[src/rtl/h264_rtp_fu_a_packetizer_macros.svh]
`ifndef H264_RTP_FU_A_PACKETIZER_MACROS_SVH
`define H264_RTP_FU_A_PACKETIZER_MACROS_SVH

// check cons whenever ante holds, same edge
`define H264FU_ASSERT_NOW(label, ante, cons, msg) \
	label: assert property (@(posedge clk) disable iff (!arst_n) (ante) |-> (cons)) \
		else $error(msg);

// check cons at the next edge after ante holds
`define H264FU_ASSERT_NEXT(label, ante, cons, msg) \
	label: assert property (@(posedge clk) disable iff (!arst_n) (ante) |=> (cons)) \
		else $error(msg);

`endif

[src/rtl/h264fu_pkg.sv]
package h264fu_pkg;

	localparam int CFG_IDX_W  = 2;
	localparam int CFG_DATA_W = 16;
	localparam int LIM_W      = 11;
	localparam int SEQ_W      = 16;
	localparam int SIZE_W     = 16;

	localparam logic [CFG_IDX_W-1:0] REG_MAX_PAYLOAD = 2'd0;
	localparam logic [CFG_IDX_W-1:0] REG_START_SEQ   = 2'd1;

	localparam logic [LIM_W-1:0] LIMIT_LO  = 11'd16;
	localparam logic [LIM_W-1:0] LIMIT_HI  = 11'd1460;
	localparam logic [LIM_W-1:0] LIMIT_RST = 11'd1400;

	localparam logic [7:0] FU_A_TYPE = 8'd28;
	localparam logic [7:0] NRI_MASK  = 8'h60;
	localparam logic [7:0] TYPE_MASK = 8'h1f;
	localparam logic [7:0] S_BIT     = 8'h80;
	localparam logic [7:0] E_BIT     = 8'h40;

	localparam int QUEUE_DEPTH = 4;
	localparam int QPTR_W      = 2;

	localparam logic [1:0] SUB_IND  = 2'd0;
	localparam logic [1:0] SUB_FUH  = 2'd1;
	localparam logic [1:0] SUB_BODY = 2'd2;

	typedef struct packed {
		logic             triple;
		logic [7:0]       data;
		logic [7:0]       ind;
		logic [7:0]       fuh;
		logic             first;
		logic             last;
		logic             frag;
		logic [SEQ_W-1:0] seq;
	} h264fu_rec_t;

endpackage

[src/rtl/h264fu_front.sv]
`include "h264_rtp_fu_a_packetizer_macros.svh"

module h264fu_front #(
	parameter int NAL_LEN_WIDTH = 16
) (
	input  logic                                clk,
	input  logic                                arst_n,
	input  logic                                cfg_we,
	input  logic [h264fu_pkg::CFG_IDX_W-1:0]    cfg_index,
	input  logic [h264fu_pkg::CFG_DATA_W-1:0]   cfg_data,
	input  logic                                accept,
	input  logic [7:0]                          nal_byte,
	input  logic [h264fu_pkg::SIZE_W-1:0]       nal_size,
	input  logic                                nal_end,
	output logic                                rec_push,
	output h264fu_pkg::h264fu_rec_t             rec
);

	localparam int CW = ((NAL_LEN_WIDTH > h264fu_pkg::SIZE_W) ?
		NAL_LEN_WIDTH : h264fu_pkg::SIZE_W) + 1;
	localparam int LW = h264fu_pkg::LIM_W;

	logic [LW-1:0]                  lim_q;
	logic [h264fu_pkg::SEQ_W-1:0]   seq_q;
	logic [7:0]                     header_q;
	logic [NAL_LEN_WIDTH-1:0]       index_q;
	logic [LW-1:0]                  fill_q;
	logic                           frag_mode_q;

	logic [CW-1:0] idx_x, size_x, fill_x, remaining, size_m1, lim_x;
	logic [LW:0]   fill_p1;
	logic [LW-1:0] cfg_lim, lim_m1;
	logic          idx_zero, unit_done, hold, single, first_frag, close;
	logic [7:0]    fuh;

	assign idx_x    = CW'(index_q);
	assign size_x   = CW'(nal_size);
	assign fill_x   = CW'(fill_q);
	assign lim_x    = CW'(lim_q);
	assign idx_zero = (index_q == '0);

	assign unit_done  = nal_end || ((idx_x + CW'(1)) >= size_x);
	assign hold       = idx_zero && (size_x > lim_x);
	assign single     = !hold && (idx_zero || !frag_mode_q);
	assign first_frag = (idx_x == (fill_x + CW'(1)));
	assign remaining  = (size_x > idx_x) ? (size_x - idx_x) : CW'(1);
	assign size_m1    = size_x - CW'(1);
	assign fill_p1    = {1'b0, fill_q} + (LW+1)'(1);
	assign lim_m1     = lim_q - LW'(1);

	assign close = unit_done || (fill_p1 >= {1'b0, lim_q}) ||
		(first_frag && (size_m1 == lim_x) && (fill_p1 >= {1'b0, lim_m1}));

	always_comb begin
		fuh = header_q & h264fu_pkg::TYPE_MASK;
		if (first_frag) begin
			fuh = fuh | h264fu_pkg::S_BIT;
		end else if (remaining <= lim_x) begin
			fuh = fuh | h264fu_pkg::E_BIT;
		end
	end

	always_comb begin
		if (cfg_data[LW-1:0] < h264fu_pkg::LIMIT_LO) begin
			cfg_lim = h264fu_pkg::LIMIT_LO;
		end else if (cfg_data[LW-1:0] > h264fu_pkg::LIMIT_HI) begin
			cfg_lim = h264fu_pkg::LIMIT_HI;
		end else begin
			cfg_lim = cfg_data[LW-1:0];
		end
	end

	assign rec_push   = accept && !hold;
	assign rec.triple = !single && (fill_q == '0);
	assign rec.data   = nal_byte;
	assign rec.ind    = (header_q & h264fu_pkg::NRI_MASK) | h264fu_pkg::FU_A_TYPE;
	assign rec.fuh    = fuh;
	assign rec.first  = single && idx_zero;
	assign rec.last   = single ? unit_done : close;
	assign rec.frag   = !single;
	assign rec.seq    = seq_q;

	always_ff @(posedge clk or negedge arst_n) begin
		if (!arst_n) begin
			lim_q       <= h264fu_pkg::LIMIT_RST;
			seq_q       <= '0;
			header_q    <= '0;
			index_q     <= '0;
			fill_q      <= '0;
			frag_mode_q <= 1'b0;
		end else begin
			if (cfg_we && (cfg_index == h264fu_pkg::REG_MAX_PAYLOAD)) begin
				lim_q <= cfg_lim;
			end
			if (cfg_we && (cfg_index == h264fu_pkg::REG_START_SEQ)) begin
				seq_q <= cfg_data[h264fu_pkg::SEQ_W-1:0];
			end else if (accept && !hold && (single ? unit_done : close)) begin
				seq_q <= seq_q + h264fu_pkg::SEQ_W'(1);
			end
			if (accept) begin
				if (hold) begin
					header_q <= nal_byte;
				end
				if (unit_done) begin
					index_q     <= '0;
					frag_mode_q <= 1'b0;
					fill_q      <= '0;
				end else begin
					index_q <= index_q + NAL_LEN_WIDTH'(1);
					if (hold) begin
						frag_mode_q <= 1'b1;
						fill_q      <= '0;
					end else if (single) begin
						if (idx_zero) begin
							frag_mode_q <= 1'b0;
						end
					end else if (close) begin
						fill_q <= '0;
					end else begin
						fill_q <= fill_p1[LW-1:0];
					end
				end
			end
		end
	end

	`H264FU_ASSERT_NOW(a_mode_rise_fill, $rose(frag_mode_q), fill_q == '0, "fragment mode entered with fill")
	`H264FU_ASSERT_NEXT(a_hold_keeps_seq, accept && hold && !cfg_we, seq_q == $past(seq_q), "held header moved sequence")
	`H264FU_ASSERT_NOW(a_triple_is_frag, rec_push && rec.triple, rec.frag && !rec.first, "fragment start not marked as fragment")

endmodule

[src/rtl/h264fu_queue.sv]
`include "h264_rtp_fu_a_packetizer_macros.svh"

module h264fu_queue (
	input  logic                    clk,
	input  logic                    arst_n,
	input  logic                    wr_en,
	input  h264fu_pkg::h264fu_rec_t wr_data,
	output logic                    full,
	input  logic                    rd_en,
	output h264fu_pkg::h264fu_rec_t rd_data,
	output logic                    empty
);

	localparam int PW = h264fu_pkg::QPTR_W;

	h264fu_pkg::h264fu_rec_t entry_q [h264fu_pkg::QUEUE_DEPTH];
	logic [PW:0] wr_ptr_q, rd_ptr_q;
	logic [PW:0] count;

	assign count   = wr_ptr_q - rd_ptr_q;
	assign empty   = (wr_ptr_q == rd_ptr_q);
	assign full    = (wr_ptr_q[PW-1:0] == rd_ptr_q[PW-1:0]) && (wr_ptr_q[PW] != rd_ptr_q[PW]);
	assign rd_data = entry_q[rd_ptr_q[PW-1:0]];

	always_ff @(posedge clk) begin
		if (wr_en && !full) begin
			entry_q[wr_ptr_q[PW-1:0]] <= wr_data;
		end
	end

	always_ff @(posedge clk or negedge arst_n) begin
		if (!arst_n) begin
			wr_ptr_q <= '0;
			rd_ptr_q <= '0;
		end else begin
			if (wr_en && !full) begin
				wr_ptr_q <= wr_ptr_q + (PW+1)'(1);
			end
			if (rd_en && !empty) begin
				rd_ptr_q <= rd_ptr_q + (PW+1)'(1);
			end
		end
	end

	`H264FU_ASSERT_NOW(a_count_bound, 1'b1, count <= (PW+1)'(h264fu_pkg::QUEUE_DEPTH), "queue count out of range")

endmodule

[src/rtl/h264fu_back.sv]
`include "h264_rtp_fu_a_packetizer_macros.svh"

module h264fu_back (
	input  logic                              clk,
	input  logic                              arst_n,
	input  h264fu_pkg::h264fu_rec_t           head,
	input  logic                              q_empty,
	output logic                              q_pop,
	input  logic                              pop,
	output logic                              empty,
	output logic [7:0]                        payload_byte,
	output logic                              packet_first,
	output logic                              packet_last,
	output logic [h264fu_pkg::SEQ_W-1:0]      seq_number,
	output logic                              is_fragment,
	output logic                              run_last
);

	logic       out_valid_q;
	logic [1:0] sub_q;
	logic       load, last_sub;
	logic [7:0] sel_byte;
	logic       sel_first, sel_last;

	assign load     = !q_empty && (!out_valid_q || pop);
	assign last_sub = head.triple ? (sub_q == h264fu_pkg::SUB_BODY) : 1'b1;
	assign q_pop    = load && last_sub;
	assign empty    = !out_valid_q;

	always_comb begin
		sel_byte  = head.data;
		sel_first = head.first;
		sel_last  = head.last;
		if (head.triple) begin
			case (sub_q)
				h264fu_pkg::SUB_IND: begin
					sel_byte  = head.ind;
					sel_first = 1'b1;
					sel_last  = 1'b0;
				end
				h264fu_pkg::SUB_FUH: begin
					sel_byte  = head.fuh;
					sel_first = 1'b0;
					sel_last  = 1'b0;
				end
				default: begin
					sel_byte  = head.data;
					sel_first = head.first;
					sel_last  = head.last;
				end
			endcase
		end
	end

	always_ff @(posedge clk) begin
		if (load) begin
			payload_byte <= sel_byte;
			packet_first <= sel_first;
			packet_last  <= sel_last;
			seq_number   <= head.seq;
			is_fragment  <= head.frag;
			run_last     <= last_sub;
		end
	end

	always_ff @(posedge clk or negedge arst_n) begin
		if (!arst_n) begin
			out_valid_q <= 1'b0;
			sub_q       <= h264fu_pkg::SUB_IND;
		end else begin
			if (load) begin
				out_valid_q <= 1'b1;
			end else if (pop) begin
				out_valid_q <= 1'b0;
			end
			if (load) begin
				sub_q <= last_sub ? h264fu_pkg::SUB_IND : (sub_q + 2'd1);
			end
		end
	end

	`H264FU_ASSERT_NOW(a_sub_needs_head, sub_q != h264fu_pkg::SUB_IND, !q_empty && head.triple, "partial record without head")
	`H264FU_ASSERT_NOW(a_sub_range, 1'b1, sub_q != 2'd3, "sub index out of range")

endmodule

[src/rtl/h264_rtp_fu_a_packetizer.sv]
// channel   direction  handshake            beat
// input     in         push / full          nal_byte, nal_size, nal_end
// result    out        pop / empty          payload_byte .. run_last
// config    in         cfg_we (no wait)     cfg_index, cfg_data
//
// One NAL byte is taken per cycle while the record queue has room.
// A fragment's first body byte yields three beats (indicator, FU header,
// body); every other byte yields one beat, a held header none.
// Result beats leave from an output register loaded from the queue head.
// Reset empties the queue, drops the output valid flag and resets the packetizer state.
// Either side may stall freely; the queue absorbs the difference.

module h264_rtp_fu_a_packetizer #(
	parameter int NAL_LEN_WIDTH = 16
) (
	input  logic                              clk,
	input  logic                              arst_n,
	input  logic                              cfg_we,
	input  logic [h264fu_pkg::CFG_IDX_W-1:0]  cfg_index,
	input  logic [h264fu_pkg::CFG_DATA_W-1:0] cfg_data,
	input  logic                              push,
	output logic                              full,
	input  logic [7:0]                        nal_byte,
	input  logic [h264fu_pkg::SIZE_W-1:0]     nal_size,
	input  logic                              nal_end,
	output logic                              empty,
	input  logic                              pop,
	output logic [7:0]                        payload_byte,
	output logic                              packet_first,
	output logic                              packet_last,
	output logic [h264fu_pkg::SEQ_W-1:0]      seq_number,
	output logic                              is_fragment,
	output logic                              run_last
);

	h264fu_pkg::h264fu_rec_t rec, head;
	logic rec_push, q_empty, q_pop, accept;

	assign accept = push && !full;

	h264fu_front #(
		.NAL_LEN_WIDTH(NAL_LEN_WIDTH)
	) u_front (
		.clk      (clk),
		.arst_n   (arst_n),
		.cfg_we   (cfg_we),
		.cfg_index(cfg_index),
		.cfg_data (cfg_data),
		.accept   (accept),
		.nal_byte (nal_byte),
		.nal_size (nal_size),
		.nal_end  (nal_end),
		.rec_push (rec_push),
		.rec      (rec)
	);

	h264fu_queue u_queue (
		.clk    (clk),
		.arst_n (arst_n),
		.wr_en  (rec_push),
		.wr_data(rec),
		.full   (full),
		.rd_en  (q_pop),
		.rd_data(head),
		.empty  (q_empty)
	);

	h264fu_back u_back (
		.clk         (clk),
		.arst_n      (arst_n),
		.head        (head),
		.q_empty     (q_empty),
		.q_pop       (q_pop),
		.pop         (pop),
		.empty       (empty),
		.payload_byte(payload_byte),
		.packet_first(packet_first),
		.packet_last (packet_last),
		.seq_number  (seq_number),
		.is_fragment (is_fragment),
		.run_last    (run_last)
	);

endmodule
[config.mk]
export PLATFORM = sky130hd
export DESIGN_NAME = h264_rtp_fu_a_packetizer
export DESIGN_NICKNAME = d
export VERILOG_FILES = /design/src/rtl/h264fu_pkg.sv /design/src/rtl/h264fu_front.sv /design/src/rtl/h264fu_queue.sv /design/src/rtl/h264fu_back.sv /design/src/rtl/h264_rtp_fu_a_packetizer.sv
export VERILOG_INCLUDE_DIRS = /design/src /design/src/rtl
export SDC_FILE = /design/constraint.sdc
export NUM_CORES = 1
export LEC_CHECK = 0
export BUFFER_PORTS_ARGS = -buffer_cell sky130_fd_sc_hd__buf_2
export CAP_MARGIN = 20
export CORE_MARGIN = 1.5
export CORE_UTILIZATION = 60
export CTS_BUF_LIST = sky130_fd_sc_hd__clkbuf_2 sky130_fd_sc_hd__clkbuf_4 sky130_fd_sc_hd__clkbuf_8
export DETAILED_ROUTE_END_ITERATION = 8
export HOLD_SLACK_MARGIN = 0.06
export PLACE_DENSITY_LB_ADDON = 0.25
export SYNTH_ARGS = -nofsm -noshare
export SYNTH_HDL_FRONTEND = slang
export SYNTH_HIERARCHICAL = 1
export SYNTH_SLANG_ARGS = --single-unit
[constraint.sdc]
create_clock -name clk -period 8.7 [get_ports clk]
set_input_delay 2.61 -clock clk [delete_from_list [all_inputs] [get_ports clk]]
set_output_delay 2.61 -clock clk [all_outputs]
set_load 0.1 [all_outputs]
### Word level (Yosys, flattened, before mapping)

Memories as Yosys holds them, arrays and structs flattened.
Cells that the tools add are included.

* register bits after elaboration: 99
* latch bits: 0
* RAM bits: 152
* memory bits (read-only): 0
* bits of input ports: 48
* output and inout port bits: 30
* word-level logic and storage cells: 113
* memories kept: 1

* add/subtract/negate cells: 11
* $mul: 0
* divide/modulo/power cells: 0
* order comparisons: 8
* eq/ne operators: 9
* shift-type cells: 0
* multiplexer cells: 29
* bitwise logic cells: 0
* reduce and logical (&&, ||, !) cells: 39

Memories
* u_queue.entry_q: depth 4, width 38, rd ports 1, clocked after Yosys merged registers in 0, wr ports 1, line h264fu_queue.sv:16 `h264fu_pkg::h264fu_rec_t entry_q [h264fu_pkg::QUEUE_DEPTH];`

Operators by type and width (number)
* two-way mux 11 bit: 6
* two-way mux 16 bit: 3
* adder 16 x 1 -> 16 bit (second input constant): 2
* adder 11 x 1 -> 12 bit (second input constant): 2
* >= comparator 12 x 11 -> 1 bit: 2
* adder 16 x 1 -> 17 bit (second input constant): 1
* equality test 16 x 17 -> 1 bit: 1
* equality test 17 x 11 -> 1 bit: 1
* >= comparator 17 x 16 -> 1 bit: 1
* <= comparator 17 x 11 -> 1 bit: 1
* two-way mux 17 bit: 1
* subtractor 16 x 1 -> 17 bit (second input constant): 1
* subtractor 16 x 16 -> 17 bit: 1
* greater-than comparator 16 x 11 -> 1 bit: 1
* greater-than comparator 16 bit: 1
* logical AND 1 bit: 16
* zero test 16 bit: 1
* two-way mux 8 bit: 2
* case mux 8 bit (2 select lines): 1
* two-way mux 1 bit: 13
* greater-than comparator 11 bit (second input constant): 1
* zero test 11 bit: 1
* < comparator 11 x 5 -> 1 bit (second input constant): 1
* subtractor 11 x 1 -> 11 bit (second input constant): 1
* 19 further kinds: 34

### Longest topological paths before layout

* depth after elaboration: 9
* gate-level depth with buffers: 22
* gate-level depth less buffers: 20

### Cells and area by module

Netlist, hierarchy kept.

Modules (own cells, without submodules)
* h264fu_front: times used 1, cells each 869, area an instance 6920.4 µm², seq. area each 1559.0 µm²
* h264fu_queue: times used 1, cells each 278, area an instance 6810.3 µm², seq. area each 5435.2 µm²
* h264fu_back: times used 1, cells each 69, area an instance 1231.2 µm², seq. area each 915.9 µm²
* h264_rtp_fu_a_packetizer: times used 1, cells each 1, area an instance 13.8 µm², seq. area each 0.0 µm²

### Least setup slack after synthesis

No wires, ideal clock.

* path kind: input to register
* start point: input port nal_size[6] in the netlist's numbering
* end point: memory u_queue/entry_q[0][25] in the netlist's numbering (data pin)
* setup time: 0.217 ns
* data arrival time: 6.195 ns
* data required time: 8.483 ns
* path slack: 2.288 ns
* stages on the path: 20
* path buffers: 1
* path through: ha_1 a21o_1 a211o_1 o31ai_1 a21oi_1 nor2b_1 o21a_1 o22ai_1 clkbuf_1 nor2_1 ha_1 nor2b_1 o21a_1 o21a_1 o21a_1 o21ai_0 nand2b_1 a21oi_1 o21ai_0 a211oi_1

RTL lines
* start: declaration: line h264_rtp_fu_a_packetizer.sv:24 `input logic [h264fu_pkg::SIZE_W-1:0] nal_size,`
* end: declaration: line h264fu_queue.sv:16

==> impl_metrics.py <==
metrics = {
    "global_routing": {
        "grt_pass1_wl_um": 56200,
        "antenna_found_initial": 0,
        "overflow": 0,
        "grt_max_degree": 72,
        "grtUsageTotal_pct": 28.0,
        "grt_pass1_vias": 10200,
    },
    "clock_network": {
        "numCtsBuffers": 44,
        "clock_latency_ns": 0.55,
        "htree_levels": 2,
        "hold_buffers": 0,
        "post-cts-setup-buffers": 0,
        "post_cts_resized": 0,
        "clk_transition_reported_paths_ns": 0.06,
        "cts.path.max_buffers": 3,
        "cts_tree": "built",
        "clockRootBuffer": "clkbuf_8",
        "cts_sinks": 275,
    },
    "drt": {
        "via_per_inst": 6.27,
        "routedWlPerCell_um": 21.4,
        "drt_iter0_markers": 882,
        "route.detailed.drc": 0,
        "finalWirelength_um": 35300,
        "vias": 10400,
        "drt-pass1-iter-count": 7,
        "ant_nets": 0,
    },
    "layout": {
        "drive_above_1_share_pct": 19.3,
        "utilization_pct": 67.8,
        "antenna_cells": 0,
        "fin_nets": 1435,
        "syn_to_final_growth_pct": 10.4,
    },
    "sta": {
        "fmaxAchievable_ghz": 0.155,
        "relSlewSlack_pct": 21.9,
        "finalCritPeriodShare_pct": 73.9,
        "report.final.slew_viol_count": 0,
        "clock_skew_ns": 0.0250,
        "tightest_slew_ns": 1.16,
        "fin_tns_setup_ns": 0,
        "min_period_ns": 6.43,
        "setup_violations": 0,
        "hold_viol": 0,
        "rsz0062_at_grt": "false",
    },
    "worst_setup_path": {
        "crit_path_end_kind": "flop",
        "critical_path_arrival_ns": 6.72,
        "start_kind": "input port",
        "crit_type": "input port to flop",
        "critPathSlowestCell": "a211oi_1",
        "cp_cell_sequence": "buf_2 > ha_1 > a21o_1 > a211o_1 > o31ai_1 > a21oi_1 > nor2b_1 > o21a_1 > o22ai_1 > buf_4 > nor2_1 > ha_1 > nor2b_1 > o21a_1 > o21a_1 > o21a_1 > o21ai_0 > nand2b_1 > a21oi_1 > o21ai_0 > a211oi_1",
        "critPathMostFrequentCell": "o21a_1",
        "cp.required_ns": 8.98,
        "cpPeakStageDelay_ns": 0.42,
        "cp_max_fo": 12,
    },
    "placed_design": {
        "place.gp.congestion": 0.950,
        "portBuffers": 77,
        "hpwl_um": 24700,
    },
    "synthesis": {
        "synth_edf_count": 204,
        "synthFlopType": "edfxtp_1",
        "syn_area_mm2": 0.0150,
        "synth-seq-cells": 275,
        "synthCells": 1217,
        "seq_area_frac_synth_pct": 52.8,
        "synth_cell_types": 80,
        "avgSynthCellArea_um2": 12.3,
        "synth_warnings": 6,
        "ys_async_sr_fraction_pct": 25.8,
    },
    "floorplan": {
        "die_area_mm2": 0.0259,
        "die_h_um": 161,
        "io_pins": 78,
        "num_rows": 57,
        "die_w_um": 161,
        "core_mm2": 0.0244,
        "start_util_pct": 61.4,
    },
    "run": {
        "drv_cap": 0,
    },
    "pwr": {
        "ir_drop_mv": 0.373,
        "power_per_cell_area_mw_per_mm2": 315,
        "finalPower_uw": 5210,
        "leakage_uw": 0.00640,
    },
    "run_status": {
        "outcome": "completed",
    },
    "hold_path": {
        "hold_path_class": "flop to flop",
    },
}
-- area by class of cell --
type                       instances  area, um^2
clock buffer                      70         870
clock inverter                    12         115
fill                            1800        7850
inverter                          76         285
multi-input combinational        810        6460
sequential                       275        7920
tap                              324         405
timing repair buffer              88         490
-- state kept, by name, summed over array words and instances (netlist names), 2 cells and up --
register / count
u_queue/rd_ptr_q: 3
u_back/seq_number: 16
u_back/payload_byte: 8
u_back/sub_q: 2
u_front/header_q: 7
u_front/lim_q: 11
u_front/fill_q: 11
u_queue/entry_q: 176
u_queue/wr_ptr_q: 3
u_front/seq_q: 16
u_front/index_q: 16
-- worst paths after layout --
check	slack (ns)	to	startpoint	depth (start not counted)
worst max-delay path	2.27	u_queue/entry_q[3][25]	nal_size[6]	21
worst min-delay path	0.50	u_front/lim_q[5]	u_front/lim_q[5]	2
worst max register to register	3.72	u_queue/entry_q[3][25]	u_front/index_q[6]	21
worst min register to register	0.50	u_front/lim_q[5]	u_front/lim_q[5]	2
max in group asynchronous	6.06	u_front/lim_q[8]	arst_n	2
min in group asynchronous	1.99	u_front/header_q[3]	arst_n	1
-- per-layer routing --
metal	share of wire, %	vias to the layer above	track usage [%]
li1	-	4776	-
met1	42	5089	37.7
met2	48	421	46.1
met3	6.3	87	4.24
met4	3.7	0	11.3
met5	0	-	0
-- per-stage QoR --
stage / hold WS [ns] / setup WS, ns / area, um^2 / instances
2_1_floorplan: 0.464 / 2.29 / 15000 / 1222
3_3_place_gp: 0.484 / 2.01 / 15500 / 1572
3_5_place_dp: 0.494 / 1.82 / 15500 / 1572
4_1_cts: 0.503 / 2.39 / 16500 / 1654
5_1_grt: 0.523 / 2.06 / 16500 / 1655
6_report: 0.505 / 2.27 / 16500 / 1655
-- kinds of logic after synthesis --
family          Yosys count  synth area share (%)
compound gates          249                  10.9
other cells               2                0.0501
mux                      62                  7.93
flops                   275                  52.8
simple gates            328                  11.7
fa+ha+maj                92                  7.74
xor+xnor                 72                  4.45
buf+inv                 137                  4.33
-- Yosys cell counts, drive strengths merged (21+ instances only) --
library cell    n  area (um^2)
xnor2          54          480
edfxtp        204         6130
nand4          21          131
nand2          69          259
a21oi          55          279
ha             91         1140
nor2           57          221
buf            41          288
nand3          42          235
nor3           28          140
a31oi          24          156
mux4           44          991
dfrtp          65         1630
o21ai          59          307
inv            76          285
-- layout by cell type, fill, tap and decap left out, types with 53 or more instances in the layout --
master    count
edfxtp_1    204
ha_1         91
buf_2        76
inv_1        76
nand2_1      69
dfrtp_1      63
nor2_1       56
clkbuf_8     55
a21oi_1      54
xnor2_1      53
-- where the power goes --
part | internal, uW | switching (uW) | total, uW
Combinational | 631 | 1400 | 2040
Clock | 698 | 491 | 1190
Sequential | 1820 | 172 | 1990
-- critical path, delay by kind of cell --
| family | cells | cell delay [ns] |
|---|---|---|
| buf+inv | 2 | 0.36 |
| simple gates | 4 | 0.46 |
| fa+ha+maj | 2 | 0.69 |
| compound gates | 13 | 2.58 |
(Power assumes the default switching activity.)
